$ cat config.mk
export PLATFORM = sky130hd
export DESIGN_NAME = fbc_mul
export DESIGN_NICKNAME = d
export VERILOG_FILES = /design/src/hw/rtl/frustum_extract_and_box_cull_unit_defines.svh /design/src/hw/rtl/fbc_pkg.sv /design/src/hw/rtl/fbc_mul.sv
export SDC_FILE = /design/constraint.sdc
export NUM_CORES = 2
export LEC_CHECK = 0
export BUFFER_PORTS_ARGS = -buffer_cell sky130_fd_sc_hd__clkbuf_2
export CAP_MARGIN = 10
export CORE_MARGIN = 2
export CORE_UTILIZATION = 45
export DETAILED_ROUTE_END_ITERATION = 8
export GPL_ROUTABILITY_DRIVEN = 0
export GPL_TIMING_DRIVEN = 0
export SYNTH_ARGS = -nofsm -noshare
export SYNTH_HDL_FRONTEND = slang
export SYNTH_SLANG_ARGS = --single-unit
$ cat constraint.sdc
create_clock -name clk -period 15.43 [get_ports clk]
set_clock_uncertainty 0.1 [all_clocks]
set_input_delay 1.543 -clock clk [delete_from_list [all_inputs] [get_ports clk]]
set_output_delay 1.543 -clock clk [all_outputs]
set_load 0.05 [all_outputs]
$ cat src/hw/rtl/frustum_extract_and_box_cull_unit_defines.svh
// Assertion macros used by the frustum culling top level.
`ifndef FRUSTUM_EXTRACT_AND_BOX_CULL_UNIT_DEFINES_SVH
`define FRUSTUM_EXTRACT_AND_BOX_CULL_UNIT_DEFINES_SVH

// Same-cycle implication, checked outside reset.
`define FBC_ASSERT_NOW(lbl, ante, cons, msg) \
	lbl: assert property (@(posedge clk) disable iff (!arst_n) (ante) |-> (cons)) \
		else $error(msg);

// Next-cycle implication, checked outside reset.
`define FBC_ASSERT_NEXT(lbl, ante, cons, msg) \
	lbl: assert property (@(posedge clk) disable iff (!arst_n) (ante) |=> (cons)) \
		else $error(msg);

`endif

$ cat src/hw/rtl/fbc_pkg.sv
// Package with widths, codes and unit interface types for the frustum culling unit.
`default_nettype none
package fbc_pkg;
	localparam int VALUE_W = 32;
	localparam int FRAC_W = 16;
	localparam int RAW_W = VALUE_W + 1;
	localparam int QMAG_W = 51;
	localparam int DVD_W = QMAG_W + FRAC_W;
	localparam int DEN_W = VALUE_W + 1;
	localparam int SUM_W = 34;
	localparam int ROOT_W = 17;
	localparam int PROD_W = 2 * VALUE_W;

	localparam logic [1:0] ACT_WRITE = 2'd0;
	localparam logic [1:0] ACT_EXTRACT = 2'd1;
	localparam logic [1:0] ACT_BOX = 2'd2;

	localparam logic [2:0] ST_OK = 3'd0;
	localparam logic [2:0] ST_DEGENERATE = 3'd1;
	localparam logic [2:0] ST_INVERTED = 3'd2;
	localparam logic [2:0] ST_NOT_READY = 3'd3;
	localparam logic [2:0] ST_OVERFLOW = 3'd4;

	typedef struct packed {
		logic start;
		logic [QMAG_W-1:0] num;
		logic [DEN_W-1:0] den;
	} div_req_t;

	typedef struct packed {
		logic done;
		logic [QMAG_W-1:0] quo;
	} div_rsp_t;

	typedef struct packed {
		logic start;
		logic [SUM_W-1:0] value;
	} sqrt_req_t;

	typedef struct packed {
		logic done;
		logic [ROOT_W-1:0] root;
	} sqrt_rsp_t;
endpackage
`default_nettype wire

$ cat src/hw/rtl/fbc_mul.sv
// Registered signed multiplier shared by the squaring and distance steps.
`default_nettype none
module fbc_mul (
	input  wire logic clk,
	input  wire logic signed [fbc_pkg::VALUE_W-1:0] a,
	input  wire logic signed [fbc_pkg::VALUE_W-1:0] b,
	output logic signed [fbc_pkg::PROD_W-1:0] prod_q
);
	always_ff @(posedge clk) begin
		prod_q <= fbc_pkg::PROD_W'(a) * fbc_pkg::PROD_W'(b);
	end
endmodule
`default_nettype wire

==> impl_summary.txt <==
----------------------------------------------------
[Logic synthesis]
  Main area contributors after synthesis ... fa_1 58%, inv_1 9.6%, and2_1 8.7%, ha_1 6.2%, nand2_1 5.2%
  Count of warnings emitted by yosys ... 0
  Post-synthesis share of cell area spent on xor and xnor gates ... 0.01764
  Area share of the largest cell type after synthesis ... 0.5816
  Ranking of synthesized cells by instance count ... 1082 x fa_1, 952 x inv_1, 516 x and2_1, 511 x nand2_1, 195 x clkbuf_1
  Area of the mapped netlist ... roughly 37000 sq um
  Average footprint of a synthesized cell ... 9.589 sq um
  Proportion of synthesized chip area in sequential cells ... 0.03440
  Number of instances in the synthesized netlist ... 3884
  Count of flip-flops with a built-in enable after synthesis ... 0
  Async SR Flop Fraction ... 0
  Synth cell types ... 63
  Largest family of logic cells by synthesized area ... adder cells
  Cell type with the highest aggregate area in the netlist ... fa_1
  Synth Register Bits ... between 60 and 70
  Synth Area in Simple Gates ... 0.1537
  Net count of the mapped netlist ... around 5200
  Most common flop cell mapped by yosys ... dfxtp_1
  Multiplexer share of the synthesized area ... 0
  Post-synthesis compound-gate area fraction ... 0.03464
  Adder-cell area share of the yosys netlist ... 0.6434
  Most used standard cell by instance count after synthesis ... fa_1

[GRT]
  Gr ovfl total ... 0
  Via count of the first global-routing pass ... between 20000 and 30000
  Wire length of the first global-routing pass ... ~190 mm
  Pin count of the biggest net entering global routing ... 16
  Global router's overall resource usage ... 0.3077
  Initial antenna violation count ... 14

[Critical path]
  Type of destination of the critical path ... flop
  Critical path fanouts, max ... 11
  Critical path startpoint category ... primary input
  Arrival time reported for the critical path endpoint ... around 11000 ps
  Required time of the worst setup path ... ~16000 ps
  Crit Path Class ... in -> reg

[Cells and area]
  Share of cells above drive strength 1 ... 0.04196
  Post-Route Utilization ... 0.4821
  Final Instance Count excl. Fillers ... 5104
  Registers with the most flip-flops ... prod_q: 64 flops
  Area delta synth->final ... 6.131%
  Most flop-heavy register ... prod_q
  Largest register FFs ... 64
  Post-layout nets ... between 5000 and 6000

[Status]
  Outcome ... finished, final reports clean

[Die]
  Die X-Extent ... 291.7 um
  Number of rows created at floorplan ... 105
  Die height ... ~290 um
  Area of the die ... between 80000 and 90000 sq um
  Initial standard-cell utilization of the core ... 0.4543
  IO Pins ... around 130
  Core footprint ... 81980 sq um

[Worst hold path]
  Class of the most critical hold timing path ... in -> reg

[Clock network]
  Number of setup buffers added after CTS ... 0
  TritonCTS clock tree ... done
  CTS Root Buffer Type ... clkbuf_16
  Post-cts gate resize count ... 0
  Number of sinks on the clock net ... 64
  Clock buffer count from CTS ... 9
  Number of buffers inserted by hold repair at cts ... 0
  Clock-pin slew of the registers on the worst-case setup and hold paths ... about 70 ps
  Maximum clock path buffer count ... 2
  Number of H-tree levels ... 3

[Timing]
  Setup violators final ... 0
  Max-slew headroom ... 0.2610
  Final clock period utilization by the worst path ... 0.6988
  Final slew viol count ... 0
  Post-route setup TNS ... 0 ps
  Hold violation total from the final report ... 0
  Slew at the pin closest to its max-slew limit ... 1109 ps
  Post-layout min period ... about 11000 ps
  Max Clk Rate ... between 0.09 and 0.1 GHz
  Hold WS ... ~1500 ps
  RSZ-0062 raised after global routing ... no

[Detailed routing]
  Post-route ant nets ... 0
  Mean number of vias per cell ... around 5.3
  Detailed-route wire length per cell ... 24.36 um
  Total Routed Length ... 124.3 mm
  DRC viols ... 0
  Vias post-DR ... roughly 27000
  Number of DRC markers in iteration 0 ... 2016
  First-pass iteration count of the detailed router ... 5

[Job]
  Total of max-cap violations ... 0

[Placement]
  Placed Cells incl. Taps ... around 5100
  Detailed placer's ending HPWL ... about 110 mm
  Number of buffer cells added on primary ports ... between 100 and 150

----------------------------------------------------
-- cell families after synthesis --
family	after synthesis
fa+ha+maj	1266
compound gates	193
simple gates	1134
xor+xnor	75
buf+inv	1152
flops	64
-- through the flow --
stage / cell area [sq um] / setup slack (ps)
floorplan: 37240 / 6526
global placement: 39220 / 4129
detailed placement: 39240 / 4116
CTS: 39510 / 4515
global route: 39510 / 4188
finish: 39530 / 4648
-- final cells by class --
cell class / instances / area [sq um]
repair buffers: 129 / 655.6
diodes: 6 / 15.01
fillers: 8023 / 42450
plain buffers: 200 / 754.5
inverters: 952 / 3573
clock buffers: 12 / 256.5
clock inverters: 3 / 17.52
flip-flops and latches: 64 / 1281
multi-input cells: 2668 / 31630
well taps: 1070 / 1339
-- metal layers --
layer  global-route usage  vias up  share of wire
met5                    0        -        0.00064
met4               0.1626       12          0.066
met3              0.06287      306          0.091
met2               0.4790     1299           0.45
met1               0.4076    14005           0.39
li1                     -    11349              -
-- worst max-delay path, cell delays in order --
cell      delay (ps)
clkbuf_2         130
clkbuf_1         690
nand2_1          410
inv_1            230
fa_1             470
fa_1             490
fa_1             760
fa_1            1020
inv_1            420
fa_1             590
inv_1             50
fa_1             540
inv_1             50
fa_1             480
inv_1             50
fa_1             470
ha_1             410
and3_1           260
nand2_1           90
or3_1            380
o211ai_1         670
a31oi_1          300
o31ai_1          320
xor2_1           170
-- layout by cell type, fill, tap and decap left out, types with 2 or more instances in the layout --
cell,count
nand4_1,7
ha_1,184
a31oi_1,12
diode_2,6
a21boi_0,3
nor2_1,42
clkinv_2,2
o22a_1,2
a211oi_2,3
fa_1,1082
a21oi_1,68
o21a_1,4
xnor2_1,53
clkbuf_2,128
nand2b_1,9
a211oi_1,4
buf_1,2
or3_1,4
buf_2,3
nor3_1,6
inv_1,952
clkbuf_1,196
a21o_2,2
clkbuf_16,9
o31ai_1,6
and4_1,3
dfxtp_1,64
a21o_1,23
and2_1,516
nor2b_1,3
clkbuf_8,2
xor2_1,22
o211ai_1,3
o21ai_2,2
o21bai_1,15
nand2_1,511
nand3_1,15
and3_1,7
o21ai_0,28
-- path summary, 6_finish.rpt --
| kind | start | endpoint | slack, ps | cells past startpoint |
|---|---|---|---|---|
| worst max-delay path | b[2] | prod_q[62]$_DFF_P_ | 4650 | 24 |
| worst min-delay path | b[0] | prod_q[0]$_DFF_P_ | 1490 | 2 |
Power is left out: the tool's default activity adds up to more than one toggle a clock period on the data nets, which glitch-free logic cannot reach.
