[config.mk]
export PLATFORM = sky130hd
export DESIGN_NAME = fbc_sqrt
export DESIGN_NICKNAME = d
export VERILOG_FILES = /design/src/hw/rtl/frustum_extract_and_box_cull_unit_defines.svh /design/src/hw/rtl/fbc_pkg.sv /design/src/hw/rtl/fbc_sqrt.sv
export SDC_FILE = /design/constraint.sdc
export NUM_CORES = 1
export LEC_CHECK = 0
export CORE_MARGIN = 3
export CORE_UTILIZATION = 60
export CTS_BUF_LIST = sky130_fd_sc_hd__clkbuf_16
export DETAILED_ROUTE_END_ITERATION = 8
export DONT_BUFFER_PORTS = 1
export GPL_ROUTABILITY_DRIVEN = 0
export PLACE_DENSITY = 0.72
export SYNTH_ARGS = -nofsm -noshare
export SYNTH_HDL_FRONTEND = slang
export SYNTH_SLANG_ARGS = --single-unit
[constraint.sdc]
create_clock -name clk -period 6.64 [get_ports clk]
set_clock_uncertainty 0.15 [all_clocks]
set_input_delay 1.328 -clock clk [delete_from_list [all_inputs] [get_ports clk]]
set_output_delay 1.328 -clock clk [all_outputs]
set_load 0.005 [all_outputs]
[src/hw/rtl/frustum_extract_and_box_cull_unit_defines.svh]
// Assertion macros used by the frustum culling top level.
`ifndef FRUSTUM_EXTRACT_AND_BOX_CULL_UNIT_DEFINES_SVH
`define FRUSTUM_EXTRACT_AND_BOX_CULL_UNIT_DEFINES_SVH

// Same-cycle implication, checked outside reset.
`define FBC_ASSERT_NOW(lbl, ante, cons, msg) \
	lbl: assert property (@(posedge clk) disable iff (!arst_n) (ante) |-> (cons)) \
		else $error(msg);

// Next-cycle implication, checked outside reset.
`define FBC_ASSERT_NEXT(lbl, ante, cons, msg) \
	lbl: assert property (@(posedge clk) disable iff (!arst_n) (ante) |=> (cons)) \
		else $error(msg);

`endif

[src/hw/rtl/fbc_pkg.sv]
// Package with widths, codes and unit interface types for the frustum culling unit.
`default_nettype none
package fbc_pkg;
	localparam int VALUE_W = 32;
	localparam int FRAC_W = 16;
	localparam int RAW_W = VALUE_W + 1;
	localparam int QMAG_W = 51;
	localparam int DVD_W = QMAG_W + FRAC_W;
	localparam int DEN_W = VALUE_W + 1;
	localparam int SUM_W = 34;
	localparam int ROOT_W = 17;
	localparam int PROD_W = 2 * VALUE_W;

	localparam logic [1:0] ACT_WRITE = 2'd0;
	localparam logic [1:0] ACT_EXTRACT = 2'd1;
	localparam logic [1:0] ACT_BOX = 2'd2;

	localparam logic [2:0] ST_OK = 3'd0;
	localparam logic [2:0] ST_DEGENERATE = 3'd1;
	localparam logic [2:0] ST_INVERTED = 3'd2;
	localparam logic [2:0] ST_NOT_READY = 3'd3;
	localparam logic [2:0] ST_OVERFLOW = 3'd4;

	typedef struct packed {
		logic start;
		logic [QMAG_W-1:0] num;
		logic [DEN_W-1:0] den;
	} div_req_t;

	typedef struct packed {
		logic done;
		logic [QMAG_W-1:0] quo;
	} div_rsp_t;

	typedef struct packed {
		logic start;
		logic [SUM_W-1:0] value;
	} sqrt_req_t;

	typedef struct packed {
		logic done;
		logic [ROOT_W-1:0] root;
	} sqrt_rsp_t;
endpackage
`default_nettype wire

[src/hw/rtl/fbc_sqrt.sv]
// Digit-by-digit integer square root, one result bit per cycle.
`default_nettype none
module fbc_sqrt (
	input  wire logic clk,
	input  wire logic arst_n,
	input  wire fbc_pkg::sqrt_req_t req,
	output fbc_pkg::sqrt_rsp_t rsp
);
	logic busy_q, done_q;
	logic [4:0] cnt_q;
	logic [fbc_pkg::SUM_W-1:0] v_q, res_q, bit_q, t;
	logic ge;

	assign t = res_q + bit_q;
	assign ge = v_q >= t;

	always_ff @(posedge clk or negedge arst_n) begin
		if (!arst_n) begin
			busy_q <= 1'b0;
			done_q <= 1'b0;
			cnt_q <= '0;
		end else begin
			done_q <= 1'b0;
			if (req.start) begin
				busy_q <= 1'b1;
				cnt_q <= '0;
			end else if (busy_q) begin
				cnt_q <= cnt_q + 5'd1;
				if (cnt_q == 5'(fbc_pkg::ROOT_W - 1)) begin
					busy_q <= 1'b0;
					done_q <= 1'b1;
				end
			end
		end
	end

	always_ff @(posedge clk) begin
		if (req.start) begin
			v_q <= req.value;
			res_q <= '0;
			bit_q <= fbc_pkg::SUM_W'(1) << (fbc_pkg::SUM_W - 2);
		end else if (busy_q) begin
			v_q <= ge ? v_q - t : v_q;
			res_q <= ge ? (res_q >> 1) + bit_q : res_q >> 1;
			bit_q <= bit_q >> 2;
		end
	end

	assign rsp.done = done_q;
	assign rsp.root = res_q[fbc_pkg::ROOT_W-1:0];
endmodule
`default_nettype wire

==> impl_metrics.json <==
{
  "status": "complete, no violations",
  "antennaDiodeCount": 0,
  "stdcell_area_mm2": 0.00783,
  "cts_tree": "built",
  "grt-busiest-layer": "met2",
  "rr_worst_depth": 20,
  "period_share_pct": 85.5,
  "hold_viol_final": 0,
  "synthArstFlopShare_pct": 7.61,
  "crit_end": "v_q[17]$_DFFE_PP_",
  "nets": 982,
  "die_area_mm2": 0.0141,
  "min_period_ns": 5.68,
  "tns_ns": 0,
  "cp.arrival_ns": 5.53,
  "synth_top_area_share_pct": 13.4,
  "rsz0062_at_grt": "false",
  "synth_area_mm2": 0.00763,
  "grt_pass1_wl_um": 29900,
  "setup_slack_ns": 0.961,
  "r2r_setup_slack_ns": 0.96,
  "htreeDepth": 3,
  "routedWlPerCell_um": 17.2,
  "reg2reg_to": "v_q[17]$_DFFE_PP_",
  "vias": 6527,
  "synth.most_common_cell": "nand2_1",
  "clk_pin_slew_ns": 0.07,
  "synth_common_cells": "nand2_1, nor2_1, o21ai_0",
  "portBuffers": 0,
  "drv_cap": 0,
  "grt_pass1_vias": 6154,
  "min_path_type": "reg2reg",
  "pre_cts_ws_ns": 1.03,
  "num_rows": 40,
  "ir_drop_mv": 0.321,
  "firstDrtPassIters": 5,
  "wl_um": 18000,
  "tightest_slew_ns": 0.917,
  "slew_viol_final": 0,
  "synth_area_leader_cell": "dfxtp_1",
  "setup_viol": 0,
  "gr-usage-met3_pct": 4.02,
  "area_growth_pct": 2.66,
  "worstSetupEndpointType": "flop",
  "drcViolationCount": 0,
  "syn_avg_cell_area_um2": 8.34,
  "yosysUniqueCellTypes": 69,
  "clk_latency_ns": 0.36,
  "grt_usage_pct": 25.8,
  "die_w_um": 119,
  "postRouteAntennaNets": 0,
  "io_pins": 55,
  "cts_buffers": 9,
  "cts_sinks": 92,
  "max_freq_mhz": 176,
  "first_iter_violations": 472,
  "syn-num-nets": 1025,
  "cts-root-buf": "clkbuf_16",
  "grtUsageMet1_pct": 32.2,
  "overflow": 0,
  "ys_ff_latch": 92,
  "drive_gt1_share_pct": 5.13,
  "cp.required_ns": 6.49,
  "startpoint_type": "flop",
  "dp_hpwl_um": 13100,
  "start_util_pct": 62.5,
  "critPathKind": "reg2reg",
  "powerDensity_mw_per_mm2": 436,
  "p_leak_uw": 0.00318,
  "synthCells": 915,
  "grt_start_max_net_pins": 121,
  "die_y_um": 119,
  "postPlaceCellArea_mm2": 0.00756,
  "grt_antenna_before_repair": 0,
  "clk_path_buf_depth": 2,
  "slew_headroom_pct": 38.8,
  "worst_r2r_startpoint": "res_q[2]$_SDFFE_PP0P_",
  "synth_ff_type": "dfxtp_1",
  "grtUsageMet2_pct": 45.2,
  "viasPerCell": 6.25,
  "cts_setup_buffers": 0,
  "core_mm2": 0.0122,
  "cts_resized": 0,
  "critPathLaunch": "res_q[2]$_SDFFE_PP0P_",
  "synth-edff-count": 34,
  "synth_area_leaders": "dfxtp_1, edfxtp_1, ha_1, nand2_1, o21ai_0",
  "seq_area_frac_synth_pct": 29.1,
  "synth-warning-count": 0,
  "holdBufCountCts": 0,
  "crit_fanout": 34
}
-- metal layers --
metal	part of all wire [%]	vias to the layer above	routed length (um)
met5	0	-	0
met2	50	207	8960
met4	2.2	0	388
li1	-	3239	-
met1	43	3054	7650
met3	5.4	27	972
-- layout by cell type, fill, tap and decap left out, drive strengths merged, types with 13 or more instances in the layout --
cell    netlist  routed
a21o         14      14
edfxtp       34      34
a21oi        52      52
inv          24      29
a31oi        30      30
a211oi       23      23
nor3         14      14
nand4        13      13
nor2b        17      17
nand3        13      13
xor2         44      44
dfxtp        51      51
xnor2        36      36
nand2       116     116
ha           72      72
mux2i        23      23
nor2         85      85
o21ai        82      82
-- area by class of cell --
class,count,area (um^2)
tap,168,210
clock inverter,7,40.0
clock buffer,9,225
sequential,92,2220
timing repair buffer,3,22.5
multi-input combinational,742,5020
fill,1081,4380
inverter,24,90.1
-- cell families after synthesis --
group | after synthesis | synth area share (%)
AND/OR/NAND/NOR | 282 | 16.5
AO/OA/AOI/OAI | 280 | 24.5
flip-flops | 92 | 29.1
buffers and inverters | 81 | 5.07
XOR/XNOR | 80 | 9.19
adder cells (fa/ha/maj) | 73 | 12.1
multiplexers | 27 | 3.61
-- state kept, by name, indices dropped and copies added (netlist names) --
signal  count
cnt_q       5
busy_q      1
done_q      1
v_q        34
res_q      34
bit_q      17
-- worst min path at each step --
| stage | startpoint | endpoint | slack [ns] | cells after the start |
|---|---|---|---|---|
| 4_1_cts | res_q[0]$_SDFFE_PP0P_ | res_q[0]$_SDFFE_PP0P_ | 0.38 | 2 |
| 3_3_place_gp | bit_q[0]$_SDFFE_PP0P_ | bit_q[0]$_SDFFE_PP0P_ | 0.36 | 2 |
| 2_1_floorplan | res_q[0]$_SDFFE_PP0P_ | res_q[0]$_SDFFE_PP0P_ | 0.33 | 2 |
| 6_report | res_q[0]$_SDFFE_PP0P_ | res_q[0]$_SDFFE_PP0P_ | 0.38 | 2 |
| 3_5_place_dp | res_q[0]$_SDFFE_PP0P_ | res_q[0]$_SDFFE_PP0P_ | 0.37 | 2 |
| 5_1_grt | res_q[0]$_SDFFE_PP0P_ | res_q[0]$_SDFFE_PP0P_ | 0.40 | 2 |
-- metrics by stage --
step                std cells  power (uW)  util (%)  hold WS (ns)
floorplan                 915        2540         -         0.328
global placement         1029        2830      61.9         0.356
detailed placement       1029        2890      61.9         0.369
CTS                      1045        3400      64.1         0.378
global route             1045        3700      64.1         0.399
finish                   1045        3410      64.1         0.375
-- power by group --
part | switching [uW] | internal, uW | total, uW
registers | 125 | 798 | 923
logic | 1190 | 810 | 2000
clock network | 240 | 253 | 493
total | 1550 | 1860 | 3410
-- worst max-delay path, cell delays in order, from the launching register on --
cell and delay [ns]:
dfxtp_1 0.46, ha_1 0.31, a31oi_1 0.30, o21bai_1 0.14, a31oi_1 0.46, o21a_1 0.23, o21ai_0 0.19, a31oi_1 0.32
o21bai_1 0.15, a21oi_1 0.20, xnor2_1 0.10, ha_1 0.44, a21o_1 0.16, a21o_1 0.10, a21oi_1 0.06, o21ai_0 0.38
a2111oi_4 0.11, o41ai_4 0.34, nand2_1 0.19, nand2_1 0.10, buf_4 0.43
Note: power is estimated with default switching activity, not from simulation.
