`src/hw/rtl/frustum_extract_and_box_cull_unit_defines.svh`:
```
// Assertion macros used by the frustum culling top level.
`ifndef FRUSTUM_EXTRACT_AND_BOX_CULL_UNIT_DEFINES_SVH
`define FRUSTUM_EXTRACT_AND_BOX_CULL_UNIT_DEFINES_SVH

// Same-cycle implication, checked outside reset.
`define FBC_ASSERT_NOW(lbl, ante, cons, msg) \
	lbl: assert property (@(posedge clk) disable iff (!arst_n) (ante) |-> (cons)) \
		else $error(msg);

// Next-cycle implication, checked outside reset.
`define FBC_ASSERT_NEXT(lbl, ante, cons, msg) \
	lbl: assert property (@(posedge clk) disable iff (!arst_n) (ante) |=> (cons)) \
		else $error(msg);

`endif

```
`src/hw/rtl/fbc_pkg.sv`:
```
// Package with widths, codes and unit interface types for the frustum culling unit.
`default_nettype none
package fbc_pkg;
	localparam int VALUE_W = 32;
	localparam int FRAC_W = 16;
	localparam int RAW_W = VALUE_W + 1;
	localparam int QMAG_W = 51;
	localparam int DVD_W = QMAG_W + FRAC_W;
	localparam int DEN_W = VALUE_W + 1;
	localparam int SUM_W = 34;
	localparam int ROOT_W = 17;
	localparam int PROD_W = 2 * VALUE_W;

	localparam logic [1:0] ACT_WRITE = 2'd0;
	localparam logic [1:0] ACT_EXTRACT = 2'd1;
	localparam logic [1:0] ACT_BOX = 2'd2;

	localparam logic [2:0] ST_OK = 3'd0;
	localparam logic [2:0] ST_DEGENERATE = 3'd1;
	localparam logic [2:0] ST_INVERTED = 3'd2;
	localparam logic [2:0] ST_NOT_READY = 3'd3;
	localparam logic [2:0] ST_OVERFLOW = 3'd4;

	typedef struct packed {
		logic start;
		logic [QMAG_W-1:0] num;
		logic [DEN_W-1:0] den;
	} div_req_t;

	typedef struct packed {
		logic done;
		logic [QMAG_W-1:0] quo;
	} div_rsp_t;

	typedef struct packed {
		logic start;
		logic [SUM_W-1:0] value;
	} sqrt_req_t;

	typedef struct packed {
		logic done;
		logic [ROOT_W-1:0] root;
	} sqrt_rsp_t;
endpackage
`default_nettype wire

```
`src/hw/rtl/fbc_div.sv`:
```
// Restoring divider that forms round(num * 2^FRAC_W / den), one quotient bit per cycle.
`default_nettype none
module fbc_div (
	input  wire logic clk,
	input  wire logic arst_n,
	input  wire fbc_pkg::div_req_t req,
	output fbc_pkg::div_rsp_t rsp
);
	logic busy_q, done_q;
	logic [6:0] cnt_q;
	logic [fbc_pkg::DEN_W-1:0] den_q, rem_q;
	logic [fbc_pkg::DVD_W-1:0] dvd_q, quo;
	logic [fbc_pkg::DEN_W:0] trial, diff, rem2;
	logic ge, rnd;

	assign trial = {rem_q, dvd_q[fbc_pkg::DVD_W-1]};
	assign ge = trial >= {1'b0, den_q};
	assign diff = trial - {1'b0, den_q};
	assign rem2 = {rem_q, 1'b0};
	assign rnd = rem2 >= {1'b0, den_q};
	assign quo = dvd_q + fbc_pkg::DVD_W'(rnd);

	always_ff @(posedge clk or negedge arst_n) begin
		if (!arst_n) begin
			busy_q <= 1'b0;
			done_q <= 1'b0;
			cnt_q <= '0;
		end else begin
			done_q <= 1'b0;
			if (req.start) begin
				busy_q <= 1'b1;
				cnt_q <= '0;
			end else if (busy_q) begin
				cnt_q <= cnt_q + 7'd1;
				if (cnt_q == 7'(fbc_pkg::DVD_W - 1)) begin
					busy_q <= 1'b0;
					done_q <= 1'b1;
				end
			end
		end
	end

	always_ff @(posedge clk) begin
		if (req.start) begin
			den_q <= req.den;
			rem_q <= '0;
			dvd_q <= {req.num, fbc_pkg::FRAC_W'(0)};
		end else if (busy_q) begin
			rem_q <= ge ? diff[fbc_pkg::DEN_W-1:0] : trial[fbc_pkg::DEN_W-1:0];
			dvd_q <= {dvd_q[fbc_pkg::DVD_W-2:0], ge};
		end
	end

	assign rsp.done = done_q;
	assign rsp.quo = quo[fbc_pkg::QMAG_W-1:0];
endmodule
`default_nettype wire

```
`config.mk`:
```
export PLATFORM = sky130hd
export DESIGN_NAME = fbc_div
export DESIGN_NICKNAME = d
export VERILOG_FILES = /design/src/hw/rtl/frustum_extract_and_box_cull_unit_defines.svh /design/src/hw/rtl/fbc_pkg.sv /design/src/hw/rtl/fbc_div.sv
export SDC_FILE = /design/constraint.sdc
export NUM_CORES = 1
export LEC_CHECK = 0
export BUFFER_PORTS_ARGS = -buffer_cell sky130_fd_sc_hd__buf_2
export CORE_MARGIN = 2
export CORE_UTILIZATION = 30
export CTS_BUF_LIST = sky130_fd_sc_hd__clkbuf_16
export DETAILED_ROUTE_END_ITERATION = 8
export GPL_TIMING_DRIVEN = 0
export PLACE_DENSITY = 0.58
export SLEW_MARGIN = 20
export SYNTH_ARGS = -nofsm -noshare
export SYNTH_HDL_FRONTEND = slang
export SYNTH_SLANG_ARGS = --single-unit
```
`constraint.sdc`:
```
create_clock -name clk -period 14.3 [get_ports clk]
set_input_delay 2.86 -clock clk [delete_from_list [all_inputs] [get_ports clk]]
set_output_delay 2.86 -clock clk [all_outputs]
set_load 0.005 [all_outputs]
```
==> flow_summary_export.csv <==
group,metric,value,unit
clocking,cts_resized,0,
synthesis,syn_area_per_cell,9.00,um^2
cells_and_area,drive_gt1_frac,0.173,
floorplan,io_pins,139,
synthesis,synth_warnings,0,
clocking,clk_pin_slew,0.07,ns
synthesis,synth_top_family_by_area,"simple AND/OR/NAND/NOR gates",
route,wl,24700,um
global_routing,grt_max_degree,52,
clocking,cts_buffers,17,
synthesis,synth-compound-area-share,0.175,
setup_path,crit_path_max_fanout,9,
floorplan,die-area,30200,um^2
global_routing,antenna_found_initial,0,
power_and_ir_drop,power.total,1.58,mW
synthesis,ys_types,72,
outcome,status,"complete, no violations",
clocking,ctsHoldBuffers,0,
floorplan,start_util,0.303,
synthesis,synth_xor_area_frac,0.0618,
timing,setup_slack,5.72,ns
synthesis,synth_edf_count,84,
clocking,postCtsSetupBuffers,0,
floorplan,die_height,174,um
global_routing,grt_usage,0.163,
cells_and_area,layout.nets,1243,
place,io_buffer_count,138,
route,dr.pass1.iters,5,
setup_path,cp.arrival,5.72,ns
place,dpl_worst_slack,6.18,ns
clocking,clock-root-buffer,"clkbuf_16",
timing,relSlewSlack,0.216,
cells_and_area,diodes,0,
synthesis,synthCells,961,
timing,skew,0.0104,ns
timing,worst_slew_pin_slew,1.15,ns
global_routing,grt_first_pass_wirelength,39300,um
timing,finalHoldViolations,0,
synthesis,syn-cell-area,8640,um^2
clocking,cts_tree,"done",
place,post-place-cells,1483,
place,gp_congestion,0.867,
power_and_ir_drop,powerDensity,152,nW/um^2
synthesis,synth_adder_area_share,0.0559,
setup_path,critPathCaptureType,"output port",
timing,fin_hold_ws,0.501,ns
setup_path,crit_type,"reg2out",
clocking,cts.sinks,142,
synthesis,synth_async_sr_flop_share,0.0634,
synthesis,synth-seq-cells,142,
cells_and_area,area_growth,20.5,%
route,wire_per_inst,16.3,um
cells_and_area,fin_area,10400,um^2
timing,final-max-slew-violation-count,0,
timing,fmax,117,MHz
route,ant_nets,0,
global_routing,grt_pass1_vias,7217,
cells_and_area,final_util,0.365,
clocking,cts_max_level,4,
timing,fin_crit_sh,0.600,
synthesis,muxShareOfSynthArea,0.0232,
clocking,clk_path_buf_depth,2,
place,placed_cell_area,9820,um^2
synthesis,yosysSeqAreaShare,0.431,
floorplan,die_w,174,um
route,vias_per_cell,5.08,
route,drt_iter0_markers,540,
flow_run,drv_cap,0,
hold_path,hold_class,"reg2reg",
synthesis,syn-num-nets,1086,
timing,period_needed,8.58,ns
cells_and_area,stdcell_count,1515,
power_and_ir_drop,ir_drop,0.0859,mV
timing,setup_viol,0,
setup_path,required,11.44,ns
global_routing,grt_remaining_overflow,0,
clocking,insertion_delay,0.43,ns
timing,rsz0062_at_grt,"false",
route,drc,0,
power_and_ir_drop,leakagePower,4.53,nW
cells_and_area,n_fill_cell,2999,
floorplan,core_region_area,28500,um^2
floorplan,rows,62,
route,dr_total_vias,7693,
synthesis,synthFlopType,"edfxtp_1",
setup_path,start_kind,"flip-flop",
place,hpwl,18200,um
synthesis,synthSimpleGateAreaFrac,0.207,
timing,fin_tns_setup,0,ns
-- cell usage in the layout (no fill, tap or decap), types with 34 or more instances in the layout --
cell / instances
buf_2: 143
inv_1: 48
nand3_1: 34
nor2_1: 82
a21oi_1: 46
o21ai_0: 64
edfxtp_1: 84
xnor2_1: 39
nand2_1: 162
ha_1: 37
clkbuf_1: 35
dfxtp_1: 49
-- state kept, by name, summed over array words and instances, names as in the netlist --
signal and flops:
dvd_q 67, den_q 33, rem_q 33, cnt_q 7, busy_q 1, done_q 1
-- critical path, stage by stage (launching register included) --
cell and delay, ns:
edfxtp_1 0.34, inv_1 0.05, ha_1 0.26, clkbuf_1 0.32, nand4_1 0.33, nor4_4 0.35, nor4b_4 0.32, o21ai_0 0.17
or4b_2 0.26, ha_1 0.20, ha_1 0.19, nand3_1 0.15, nor2_1 0.45, nand2_1 0.28, nor4_2 0.56, and3_1 0.31
and4_1 0.32, nand4_1 0.14, xnor2_1 0.15, buf_2 0.13
-- power by group --
| group | internal (mW) | switching [mW] | leakage, nW | total, mW |
|---|---|---|---|---|
| clock | 0.264 | 0.203 | 0.294 | 0.467 |
| combinational | 0.231 | 0.332 | 2.83 | 0.564 |
| sequential | 0.500 | 0.0537 | 1.40 | 0.553 |
| total | 0.995 | 0.589 | 4.53 | 1.58 |
-- layout make-up --
class / count / area [um^2] / area share
Clock buffer: 17 / 425 / 0.0408
Buffer: 49 / 214 / 0.0205
Inverter: 48 / 180 / 0.0173
Sequential cell: 142 / 3730 / 0.358
Multi-Input combinational cell: 722 / 4520 / 0.434
Clock inverter: 15 / 176 / 0.0169
Tap cell: 384 / 480 / 0.0461
Timing Repair Buffer: 138 / 691 / 0.0663
-- logic make-up after synthesis --
family	after synthesis
fa+ha+maj	38
simple gates	375
mux	20
buf+inv	97
compound gates	228
flops	142
xor+xnor	61
-- cell usage after synthesis (all sizes together) (18+ instances only) --
library cell,count,area [um^2]
dfxtp,49,981
nand4,18,128
clkbuf,36,136
a21oi,46,230
inv,47,176
nand2,163,614
nand3,34,170
xnor2,39,342
edfxtp,84,2520
o21ai,66,330
a311oi,22,193
ha,37,463
mux2i,20,200
nor2,83,314
xor2,22,193
-- per-layer routing --
metal  track usage  wire, um  vias to the layer above
li1              -         -                     3806
met1         0.228     11800                     3631
met2         0.258     11100                      228
met3        0.0316      1460                       28
met4        0.0427       339                        0
met5             0         0                        -
-- worst paths after layout --
kind,slack [ns],endpoint,cells after the start,from
max in group asynchronous,11.84,cnt_q[5],1,arst_n
max reg2reg,10.67,rem_q[26],12,den_q[24]
min reg2reg,0.50,rem_q[1],2,rem_q[1]
min in group asynchronous,2.27,done_q,1,arst_n
max,5.72,rsp[50],19,den_q[24]
min,0.50,rem_q[1],2,rem_q[1]
(Power assumes the default switching activity.)
